File: config.mk
export PLATFORM = sky130hd
export DESIGN_NAME = key_click_double_long_detector_flat
export DESIGN_NICKNAME = d
export VERILOG_FILES = /design/src/kcd_pkg.sv /design/src/kcd_sample_if.sv /design/src/kcd_event_if.sv /design/src/kcd_keys.sv /design/src/kcd_eval.sv /design/src/key_click_double_long_detector.sv /design/src/flat_wrapper.sv
export SDC_FILE = /design/constraint.sdc
export NUM_CORES = 2
export LEC_CHECK = 0
export BUFFER_PORTS_ARGS = -buffer_cell sky130_fd_sc_hd__buf_2
export CAP_MARGIN = 5
export CORE_MARGIN = 10
export CORE_UTILIZATION = 65
export CTS_BUF_LIST = sky130_fd_sc_hd__clkbuf_4 sky130_fd_sc_hd__clkbuf_8
export DETAILED_ROUTE_END_ITERATION = 8
export HOLD_SLACK_MARGIN = 0.05
export PLACE_DENSITY = 0.92
export SYNTH_ARGS = -nofsm -noshare
export SYNTH_HDL_FRONTEND = slang
export SYNTH_HIERARCHICAL = 1
export SYNTH_SLANG_ARGS = --single-unit
export TNS_END_PERCENT = 100
File: constraint.sdc
create_clock -name clk -period 9.9 [get_ports clk]
set_input_delay 1.485 -clock clk [delete_from_list [all_inputs] [get_ports clk]]
set_output_delay 1.485 -clock clk [all_outputs]
set_load 0.05 [all_outputs]
File: src/kcd_pkg.sv
// ----------------------------------------------------------------------------
// kcd_pkg
// Shared types and constants of the key click / double / long-press detector.
// ----------------------------------------------------------------------------
package kcd_pkg;

	localparam int KeyW   = 4;
	localparam int TimeW  = 32;
	localparam int RegW   = 16;
	localparam int CfgIdxW = 1;

	localparam logic [CfgIdxW-1:0] REG_LONG_PRESS = 1'b0;
	localparam logic [CfgIdxW-1:0] REG_DOUBLE_GAP = 1'b1;

	localparam logic [RegW-1:0] LONG_PRESS_RST = 16'd1000;
	localparam logic [RegW-1:0] DOUBLE_GAP_RST = 16'd300;

	typedef enum logic [1:0] {
		EV_NONE   = 2'd0,
		EV_SINGLE = 2'd1,
		EV_DOUBLE = 2'd2,
		EV_LONG   = 2'd3
	} event_t;

	typedef struct packed {
		logic [TimeW-1:0] press_time;
		logic [TimeW-1:0] release_time;
		logic [1:0]       click_count;
		logic             long_fired;
		logic             prev_level;
	} key_state_t;

	typedef struct packed {
		logic [RegW-1:0] long_press_ms;
		logic [RegW-1:0] double_gap_ms;
	} timing_cfg_t;

endpackage

File: src/kcd_sample_if.sv
// ----------------------------------------------------------------------------
// kcd_sample_if
// Valid/ready channel carrying one debounced key sample.
// ----------------------------------------------------------------------------
interface kcd_sample_if;
	logic                          valid;
	logic                          ready;
	logic [kcd_pkg::KeyW-1:0]      key_index;
	logic                          pressed;
	logic [kcd_pkg::TimeW-1:0]     now_ms;

	modport source (output valid, key_index, pressed, now_ms, input ready);
	modport sink   (input valid, key_index, pressed, now_ms, output ready);
endinterface

File: src/kcd_event_if.sv
// ----------------------------------------------------------------------------
// kcd_event_if
// Valid/ready channel carrying one key event result.
// ----------------------------------------------------------------------------
interface kcd_event_if;
	logic                     valid;
	logic                     ready;
	logic [kcd_pkg::KeyW-1:0] key_id;
	logic [1:0]               event_code;

	modport source (output valid, key_id, event_code, input ready);
	modport sink   (input valid, key_id, event_code, output ready);
endinterface

File: src/kcd_keys.sv
// ----------------------------------------------------------------------------
// kcd_keys
// Per-key state registers: one combinational read port, one write port.
// ----------------------------------------------------------------------------
module kcd_keys #(
	parameter int NUM_KEYS = 10,
	parameter int IdxW = 4
) (
	input  logic                clk,
	input  logic                arst_n,
	input  logic [IdxW-1:0]     rd_idx,
	output kcd_pkg::key_state_t rd_state,
	input  logic                wr_en,
	input  logic [IdxW-1:0]     wr_idx,
	input  kcd_pkg::key_state_t wr_state
);

	kcd_pkg::key_state_t keys_q [NUM_KEYS];

	assign rd_state = keys_q[rd_idx];

	always_ff @(posedge clk or negedge arst_n) begin
		if (!arst_n) begin
			for (int k = 0; k < NUM_KEYS; k++) begin
				keys_q[k] <= '0;
			end
		end else if (wr_en) begin
			keys_q[wr_idx] <= wr_state;
		end
	end

endmodule

File: src/kcd_eval.sv
// ----------------------------------------------------------------------------
// kcd_eval
// Edge classification and event decision for one key sample.
// ----------------------------------------------------------------------------
module kcd_eval (
	input  kcd_pkg::key_state_t  cur,
	input  logic                 pressed,
	input  logic [kcd_pkg::TimeW-1:0] now_ms,
	input  kcd_pkg::timing_cfg_t cfg,
	output kcd_pkg::key_state_t  nxt,
	output kcd_pkg::event_t      ev
);

	logic [kcd_pkg::TimeW-1:0] held;
	logic [kcd_pkg::TimeW-1:0] idle;
	logic                      long_due;
	logic                      gap_over;

	// time differences wrap modulo 2^32
	assign held     = now_ms - cur.press_time;
	assign idle     = now_ms - cur.release_time;
	assign long_due = held >= {{(kcd_pkg::TimeW-kcd_pkg::RegW){1'b0}}, cfg.long_press_ms};
	assign gap_over = idle > {{(kcd_pkg::TimeW-kcd_pkg::RegW){1'b0}}, cfg.double_gap_ms};

	always_comb begin
		nxt            = cur;
		ev             = kcd_pkg::EV_NONE;
		nxt.prev_level = pressed;
		case ({pressed, cur.prev_level})
			2'b10: begin
				nxt.press_time = now_ms;
				nxt.long_fired = 1'b0;
			end
			2'b11: begin
				if (long_due && !cur.long_fired) begin
					ev              = kcd_pkg::EV_LONG;
					nxt.long_fired  = 1'b1;
					nxt.click_count = 2'd0;
				end
			end
			2'b01: begin
				nxt.release_time = now_ms;
				if (!cur.long_fired && cur.click_count != 2'd2 && cur.click_count != 2'd3) begin
					nxt.click_count = cur.click_count + 2'd1;
				end
			end
			default: begin
				// idle: resolve pending clicks
				if (cur.click_count == 2'd1 && gap_over) begin
					ev              = kcd_pkg::EV_SINGLE;
					nxt.click_count = 2'd0;
				end else if (cur.click_count == 2'd2 && !gap_over) begin
					ev              = kcd_pkg::EV_DOUBLE;
					nxt.click_count = 2'd0;
				end
			end
		endcase
	end

endmodule

File: src/key_click_double_long_detector.sv
// ----------------------------------------------------------------------------
// key_click_double_long_detector
// Click, double-click and long-press detection over debounced key samples.
// ----------------------------------------------------------------------------
// One sample is taken per cycle unless the output stalls, and each sample gives
// exactly one result, from the output register. The sample is registered, the
// addressed key's state is read, updated and written back in the same cycle,
// and the event lands in an output register; so a sample of the same key in
// the very next cycle sees the updated state. Key indexes at or above
// NUM_KEYS return event code 0 and touch no state. Timing registers are
// written through cfg_we/cfg_index/cfg_wdata and should change only while idle.
// ----------------------------------------------------------------------------
module key_click_double_long_detector #(
	parameter int NUM_KEYS = 10
) (
	input  logic                         clk,
	input  logic                         arst_n,
	kcd_sample_if.sink                   samples,
	kcd_event_if.source                  events,
	input  logic                         cfg_we,
	input  logic [kcd_pkg::CfgIdxW-1:0]  cfg_index,
	input  logic [kcd_pkg::RegW-1:0]     cfg_wdata
);

	localparam int IdxW = (NUM_KEYS > 1) ? $clog2(NUM_KEYS) : 1;

	kcd_pkg::timing_cfg_t cfg_q;

	logic                      valid_s1;
	logic [kcd_pkg::KeyW-1:0]  key_s1;
	logic                      pressed_s1;
	logic [kcd_pkg::TimeW-1:0] now_s1;

	logic                      out_valid_q;
	logic [kcd_pkg::KeyW-1:0]  key_q;
	kcd_pkg::event_t           code_q;

	logic                      advance;
	logic                      key_ok;
	kcd_pkg::key_state_t       cur_state;
	kcd_pkg::key_state_t       nxt_state;
	kcd_pkg::event_t           ev;

	always_ff @(posedge clk or negedge arst_n) begin
		if (!arst_n) begin
			cfg_q.long_press_ms <= kcd_pkg::LONG_PRESS_RST;
			cfg_q.double_gap_ms <= kcd_pkg::DOUBLE_GAP_RST;
		end else if (cfg_we) begin
			case (cfg_index)
				kcd_pkg::REG_LONG_PRESS: cfg_q.long_press_ms <= cfg_wdata;
				kcd_pkg::REG_DOUBLE_GAP: cfg_q.double_gap_ms <= cfg_wdata;
				default: ;
			endcase
		end
	end

	assign advance       = !out_valid_q || events.ready;
	assign samples.ready = !valid_s1 || advance;
	assign key_ok        = {1'b0, key_s1} < (kcd_pkg::KeyW+1)'(NUM_KEYS);

	// input stage
	always_ff @(posedge clk or negedge arst_n) begin
		if (!arst_n) begin
			valid_s1 <= 1'b0;
		end else if (samples.ready) begin
			valid_s1 <= samples.valid;
		end
	end

	always_ff @(posedge clk) begin
		if (samples.valid && samples.ready) begin
			key_s1     <= samples.key_index;
			pressed_s1 <= samples.pressed;
			now_s1     <= samples.now_ms;
		end
	end

	kcd_keys #(
		.NUM_KEYS (NUM_KEYS),
		.IdxW     (IdxW)
	) u_keys (
		.clk      (clk),
		.arst_n   (arst_n),
		.rd_idx   (key_s1[IdxW-1:0]),
		.rd_state (cur_state),
		.wr_en    (valid_s1 && advance && key_ok),
		.wr_idx   (key_s1[IdxW-1:0]),
		.wr_state (nxt_state)
	);

	kcd_eval u_eval (
		.cur     (cur_state),
		.pressed (pressed_s1),
		.now_ms  (now_s1),
		.cfg     (cfg_q),
		.nxt     (nxt_state),
		.ev      (ev)
	);

	// result register
	always_ff @(posedge clk or negedge arst_n) begin
		if (!arst_n) begin
			out_valid_q <= 1'b0;
		end else if (advance) begin
			out_valid_q <= valid_s1;
		end
	end

	always_ff @(posedge clk) begin
		if (advance && valid_s1) begin
			key_q  <= key_s1;
			code_q <= key_ok ? ev : kcd_pkg::EV_NONE;
		end
	end

	assign events.valid      = out_valid_q;
	assign events.key_id     = key_q;
	assign events.event_code = code_q;

endmodule

File: src/flat_wrapper.sv
// flat-port wrapper written by rule: the top's interface ports become plain ports
module key_click_double_long_detector_flat 
#(
	parameter int NUM_KEYS = 10
)
  (clk, arst_n, cfg_we, cfg_index, cfg_wdata, samples_valid, samples_key_index, samples_pressed, samples_now_ms, samples_ready, events_valid, events_key_id, events_event_code, events_ready);
  kcd_sample_if samples_i ();
  kcd_event_if events_i ();
  input  logic clk;
  input  logic arst_n;
  input  logic cfg_we;
  input  logic [kcd_pkg::CfgIdxW-1:0] cfg_index;
  input  logic [kcd_pkg::RegW-1:0] cfg_wdata;
  input wire logic [$bits(samples_i.valid)-1:0] samples_valid;
  input wire logic [$bits(samples_i.key_index)-1:0] samples_key_index;
  input wire logic [$bits(samples_i.pressed)-1:0] samples_pressed;
  input wire logic [$bits(samples_i.now_ms)-1:0] samples_now_ms;
  output wire logic [$bits(samples_i.ready)-1:0] samples_ready;
  output wire logic [$bits(events_i.valid)-1:0] events_valid;
  output wire logic [$bits(events_i.key_id)-1:0] events_key_id;
  output wire logic [$bits(events_i.event_code)-1:0] events_event_code;
  input wire logic [$bits(events_i.ready)-1:0] events_ready;
  assign samples_i.valid = samples_valid;
  assign samples_i.key_index = samples_key_index;
  assign samples_i.pressed = samples_pressed;
  assign samples_i.now_ms = samples_now_ms;
  assign samples_ready = samples_i.ready;
  assign events_valid = events_i.valid;
  assign events_key_id = events_i.key_id;
  assign events_event_code = events_i.event_code;
  assign events_i.ready = events_ready;
  key_click_double_long_detector #(.NUM_KEYS(NUM_KEYS)) u_core (.clk(clk), .arst_n(arst_n), .samples(samples_i), .events(events_i), .cfg_we(cfg_we), .cfg_index(cfg_index), .cfg_wdata(cfg_wdata));
endmodule
# Yosys cells after proc, flatten, opt, wreduce, memory -nomap -nowiden
# Cells that the tools add are included.
# Widths: inputs -> output; s select.
classes:
  add_sub_neg: 3
  magnitude_cmp: 5
  eq_ne: 7
  n_mux: 18
  bitwise_logic: 2
  reduce_logical: 18
ops:
  columns: ["cell", "n"]
  rows:
  - ["$bwmux 680", 1]
  - ["$bmux 68 s4", 1]
  - ["$demux 68 s4", 1]
  - ["$mux 68", 3]
  - ["$mux 32", 2]
  - ["$sub 32x32->32", 2]
  - ["$ge 32x16->1", 1]
  - ["$gt 32x16->1", 1]
  - ["$mux 2", 6]
  - ["$logic_and 1x1->1", 9]
  - ["$eq 2x2->1 const B", 3]
  - ["$pmux 2 s3", 1]
  - ["$ge 5x5->1 const B", 1]
  - ["$lt 5x1->1 const B", 1]
  - ["$not 4->5", 1]
  - ["$eq 2x1->1 const B", 2]
  - ["$logic_not 1->1", 4]
  - ["$lt 4x4->1 const B", 1]
  - ["$ne 2x2->1 const B", 2]
  - ["$pmux 2 s2", 1]
  - ["$reduce_and 2->1", 2]
  - ["$mux 3", 1]
  - ["$add 2x1->2 const B", 1]
  - ["$logic_or 1x1->1", 2]
  - ["other kinds (3)", 3]
totals:
  ff_bits: 757
  input_bits: 59
  out_inout_bits: 8
  word_cells: 112

# Logic depth before layout (Yosys ltp)
depth:
  depth_word: 12
  depth_mapped: 30
  mapped_depth_nobuf: 26

# By module
# Netlist, hierarchy kept.
modules_own_cells:
  columns: ["mod", "instances", "cells_each", "area_each_um2", "seq_area_each_um2"]
  rows:
  - ["kcd_keys", 1, 2073, 30699.4, 17016.3]
  - ["kcd_eval", 1, 887, 5630.4, 0.0]
  - ["key_click_double_long_detector", 1, 124, 2663.8, 2154.6]

# Least setup slack after synthesis
# OpenSTA, ideal clock, no wires.
synth_path:
  kind: "reg2reg"
  start: "register u_core/key_s1[0] (netlist bit)"
  end: "register u_core/u_keys/keys_q[138] (netlist bit)"
  setup_ns: 0.125
  t_arrival_ns: 6.017
  setup_slack_ns: 3.759
  stages_incl_launch_ff: 30
  n_path_buf: 3
  synth_period_minus_slack_ns: 6.141
  cell_sequence: "edfxtp_1 clkbuf_1 clkbuf_1 mux2_2 o22ai_1 o32ai_1 ha_1 inv_1 fa_1 a211oi_1 o21ai_0 nand3_1 nand2_1 a21o_1 a21oi_1 xnor2_1 ha_1 nand2_1 nor2_1 a211oi_1 o21ai_0 o31a_1 nor4_1 nand4b_1 nor4_4 mux2i_1 o32ai_2 a21o_1 buf_1 mux2_2"
synth_lines:
  columns: ["element", "line_no", "rtl"]
  rows:
  - ["start, declared", "key_click_double_long_detector.sv:30", "logic [kcd_pkg::KeyW-1:0] key_s1;"]
  - ["start signal, assigned", "key_click_double_long_detector.sv:72", "key_s1 <= samples.key_index;"]
  - ["end signal, assigned by index", "kcd_keys.sv:28", "keys_q[wr_idx] <= wr_state;"]
  - ["end, declared", "kcd_keys.sv:18", "kcd_pkg::key_state_t keys_q [NUM_KEYS];"]

==> metrics.md <==
| Metric | Value |
|---|---|
| Max H-tree Level | 3 |
| Register area share after synthesis | 0.492 |
| # setup viols final | 0 |
| CTS Root Cell | clkbuf_8 |
| Max-cap violations | 0 |
| Slew @ Worst Pin | 1.33 ns |
| Status | finished, final reports clean |
| Antenna Nets Post-Route | 0 |
| Worst setup SP type | flip-flop |
| 1st-iter DRT viols | 2876 |
| Total Routed Length | 109000 um |
| Die area | 70200 um2 |
| Vias in the first global route | 29200 |
| Clk buf depth | 3 |
| Peak VDD IR | 121 uV |
| Initial antenna violation count | 2 |
| YS warnings | 6 |
| Hold Buf Count CTS | 0 |
| GRT Util Overall | 0.306 |
| Number of port buffers | 66 |
| Final Critical Period | 7.97 ns |
| Boundary Pins | 67 |
| Row Count | 89 |
| Max-slew headroom | 0.105 |
| Post-CTS Resized | 0 |
| CP most frequent cell | nor4_1 |
| Largest family of logic cells by synthesized area | multiplexers |
| Average cell area after synthesis | 12.6 um2 |
| Synth unique cells | 84 |
| Crit path kind | flip-flop to flip-flop |
| WP data arrival | 8.64 ns |
| GR Overflow Total | 0 |
| Mapped Nets | 3242 |
| Largest fanout on the critical path | 45 |
| Area Overhead vs Synth | 8.37% |
| Compound-Gate Fraction of Synth Area | 0.0785 |
| Yosys reg bits | 757 |
| Syn Inst Count | 3084 |
| Cell area power density | 207 nW/um2 |
| Xor/xnor share of the synthesized area | 0.0101 |
| Worst-path clk slew | 0.07 ns |
| Unrepaired setup endpoints after global routing | no |
| DRC | 0 |
| Final Hold Fails | 0 |
| Final HPWL DP | 65800 um |
| Vias per inst | 6.96 |
| Share of post-route cells with drive strength above 1 | 0.407 |
| Async S/R FF share, synth | 0.943 |
| Largest net degree at the start of global routing | 203 |
| Crit. End Element | flip-flop |
| Initial Utilization | 0.658 |
| CP max stage delay | 0.72 ns |
| Total CTS buffers | 117 |
| Postcts setup bufs | 0 |
| Post-synth EDFFs | 43 |
| Die W | 265 um |
| Die Y | 265 um |
| Fin crit share | 0.805 |
| Hold Crit Class | flip-flop to flip-flop |
| Vias | 27400 |
| Sink Count | 757 |
| DR WL/cell | 27.7 um |
| Total negative slack | 0 ns |
| Worst path slowest cell | nand2_4 |
| Post-Synth Simple-Gate Area | 0.0447 |
| Post-synthesis cell area | 39000 um2 |
| Core footprint | 59200 um2 |
| Worst Skew | 0.0466 ns |
| CTS tree | done |
| Drt pass-1 iters | 8 |
| Filler Cells Inserted | 3503 |
| Final net count | 3217 |
| Post-Synth Adder-Cell Area | 0.0322 |
| Insertion delay to the later sink of the worst-skew pair | 0.77 ns |
| Final Max Tran Viols | 0 |
| Placer congestion estimate | 0.976 |
| Worst Path Required | 10.57 ns |
| Primary FF master, synth | dfrtp_1 |
| FMAX | 125 MHz |
| Leakage power | 19.8 nW |
| Proportion of synthesized area in mux cells | 0.305 |
| Global-route wire length before repair | 168000 um |
| Tot Pwr | 8.73 mW |
==> placed cells by master (no fill, tap or decap), types with 8 or more instances in the layout <==
master,n
a21o_1,22
o32ai_1,68
o22ai_1,69
xnor2_1,25
edfxtp_1,43
o21a_1,16
clkbuf_8,151
nand4_1,20
a211oi_1,10
mux2i_1,71
dfstp_2,10
a21oi_1,75
buf_4,34
o21ai_0,105
dfrtp_1,704
buf_2,65
nor2_1,119
nand2b_1,13
nor3_1,14
clkinv_1,8
clkbuf_4,38
o211ai_1,12
mux2_4,10
ha_1,97
inv_1,111
nand3_1,19
a31oi_1,8
clkinv_2,12
xor2_1,20
mux2_2,844
mux4_2,68
nand2_1,131
==> logic make-up after synthesis <==
logic type,count (synthesis)
AOI/OAI and AO/OA,454
xor gates and xnor gates,45
adders and majority gates,99
buffers and inverters,359
DFF,757
muxes,993
and+or+nand+nor,377
==> flip-flops by register name, summed over array words and instances (netlist names) <==
| register | cells |
|---|---|
| u_core/u_keys/keys_q | 680 |
| u_core/cfg_q | 32 |
| u_core/now_s1 | 32 |
| u_core/events.key_id | 4 |
| u_core/key_s1 | 4 |
| u_core/events.event_code | 2 |
| u_core/events.valid | 1 |
| u_core/pressed_s1 | 1 |
| u_core/valid_s1 | 1 |
==> cell usage after synthesis (8+ instances only) <==
| cell | n | area share |
|---|---|---|
| o32ai_1 | 68 | 0.015 |
| dfstp_2 | 10 | 0.0067 |
| nor3_1 | 16 | 0.0021 |
| ha_1 | 97 | 0.031 |
| a21oi_1 | 75 | 0.0096 |
| nor2b_1 | 9 | 0.0014 |
| a211oi_1 | 10 | 0.0019 |
| nor2_1 | 121 | 0.012 |
| o211ai_1 | 12 | 0.0023 |
| xor2_1 | 20 | 0.0045 |
| buf_1 | 97 | 0.0093 |
| edfxtp_1 | 43 | 0.033 |
| o22ai_1 | 69 | 0.011 |
| nand2b_1 | 14 | 0.0022 |
| a31oi_1 | 8 | 0.0013 |
| nand2_1 | 134 | 0.013 |
| o21ai_0 | 105 | 0.013 |
| mux2i_1 | 71 | 0.018 |
| o21a_1 | 16 | 0.0031 |
| nand3_1 | 19 | 0.0024 |
| buf_2 | 61 | 0.0078 |
| clkbuf_1 | 83 | 0.0080 |
| mux2_4 | 10 | 0.0039 |
| a21o_1 | 22 | 0.0042 |
| inv_1 | 111 | 0.011 |
| mux4_2 | 68 | 0.039 |
| nand4_1 | 20 | 0.0032 |
| xnor2_1 | 25 | 0.0056 |
| mux2_2 | 844 | 0.24 |
| dfrtp_1 | 704 | 0.45 |
==> per-stage QoR <==
step / cells / cell area (um2) / worst slack, ns / hold slack (ns) / utilization
after floorplan: 3084 / 39000 / 3.76 / 0.463 / -
after global placement: 3713 / 39700 / 2.46 / 0.482 / 0.670
after detailed placement: 3713 / 39700 / 2.36 / 0.490 / 0.670
after CTS: 3931 / 42300 / 2.24 / 0.504 / 0.713
after global routing: 3931 / 42300 / 1.50 / 0.510 / 0.713
final: 3934 / 42300 / 1.93 / 0.502 / 0.713
==> final timing paths <==
path | from | endpoint | slack [ns] | depth (start not counted)
worst max-delay path | u_core/key_s1[2]$_DFFE_PP_ | u_core/u_keys/keys_q[139]$_DFFE_PN0P_ | 1.93 | 27
worst min-delay path | u_core/u_keys/keys_q[570]$_DFFE_PN0P_ | u_core/u_keys/keys_q[570]$_DFFE_PN0P_ | 0.50 | 1
worst max register to register | u_core/key_s1[2]$_DFFE_PP_ | u_core/u_keys/keys_q[139]$_DFFE_PN0P_ | 1.93 | 27
worst min register to register | u_core/u_keys/keys_q[570]$_DFFE_PN0P_ | u_core/u_keys/keys_q[570]$_DFFE_PN0P_ | 0.50 | 1
max in group asynchronous | arst_n | u_core/u_keys/keys_q[442]$_DFFE_PN0P_ | 6.54 | 3
min in group asynchronous | arst_n | u_core/u_keys/keys_q[185]$_DFFE_PN0P_ | 0.78 | 1
==> worst max-delay path, delay by kind of cell (launching register included) <==
| kind | cells | cell delay, ns |
|---|---|---|
| compound gates | 12 | 2.65 |
| xor+xnor | 1 | 0.14 |
| fa+ha+maj | 2 | 0.77 |
| buf+inv | 3 | 1.10 |
| flops | 1 | 0.38 |
| mux | 1 | 0.29 |
| simple gates | 8 | 2.52 |
==> area by class of cell <==
type                    count  area (um2)  area share
well taps                 773         967      0.0229
repair buffers            104         676      0.0160
clock inverters            29         219     0.00518
clock buffers             189        2360      0.0559
inverters                 111         417     0.00986
multi-input cells        1968       18400       0.436
flip-flops and latches    757       19200       0.454
diodes                      3        7.51    0.000178
==> power breakdown <==
part	internal [mW]	switching, mW	total, mW
Combinational	0.904	0.998	1.90
Clock	1.56	1.27	2.83
Sequential	3.66	0.334	4.00
Total	6.13	2.60	8.73
==> per-layer routing <==
metal	share of wire	up-vias	GRT usage	wire length [um]
met5	0	-	0	0
met4	0.056	0	0.170	6060
met3	0.096	490	0.0688	10500
met2	0.47	1688	0.490	51300
met1	0.38	14000	0.384	41100
li1	-	11200	-	-
No activity file was read; power rests on OpenSTA's default activity.
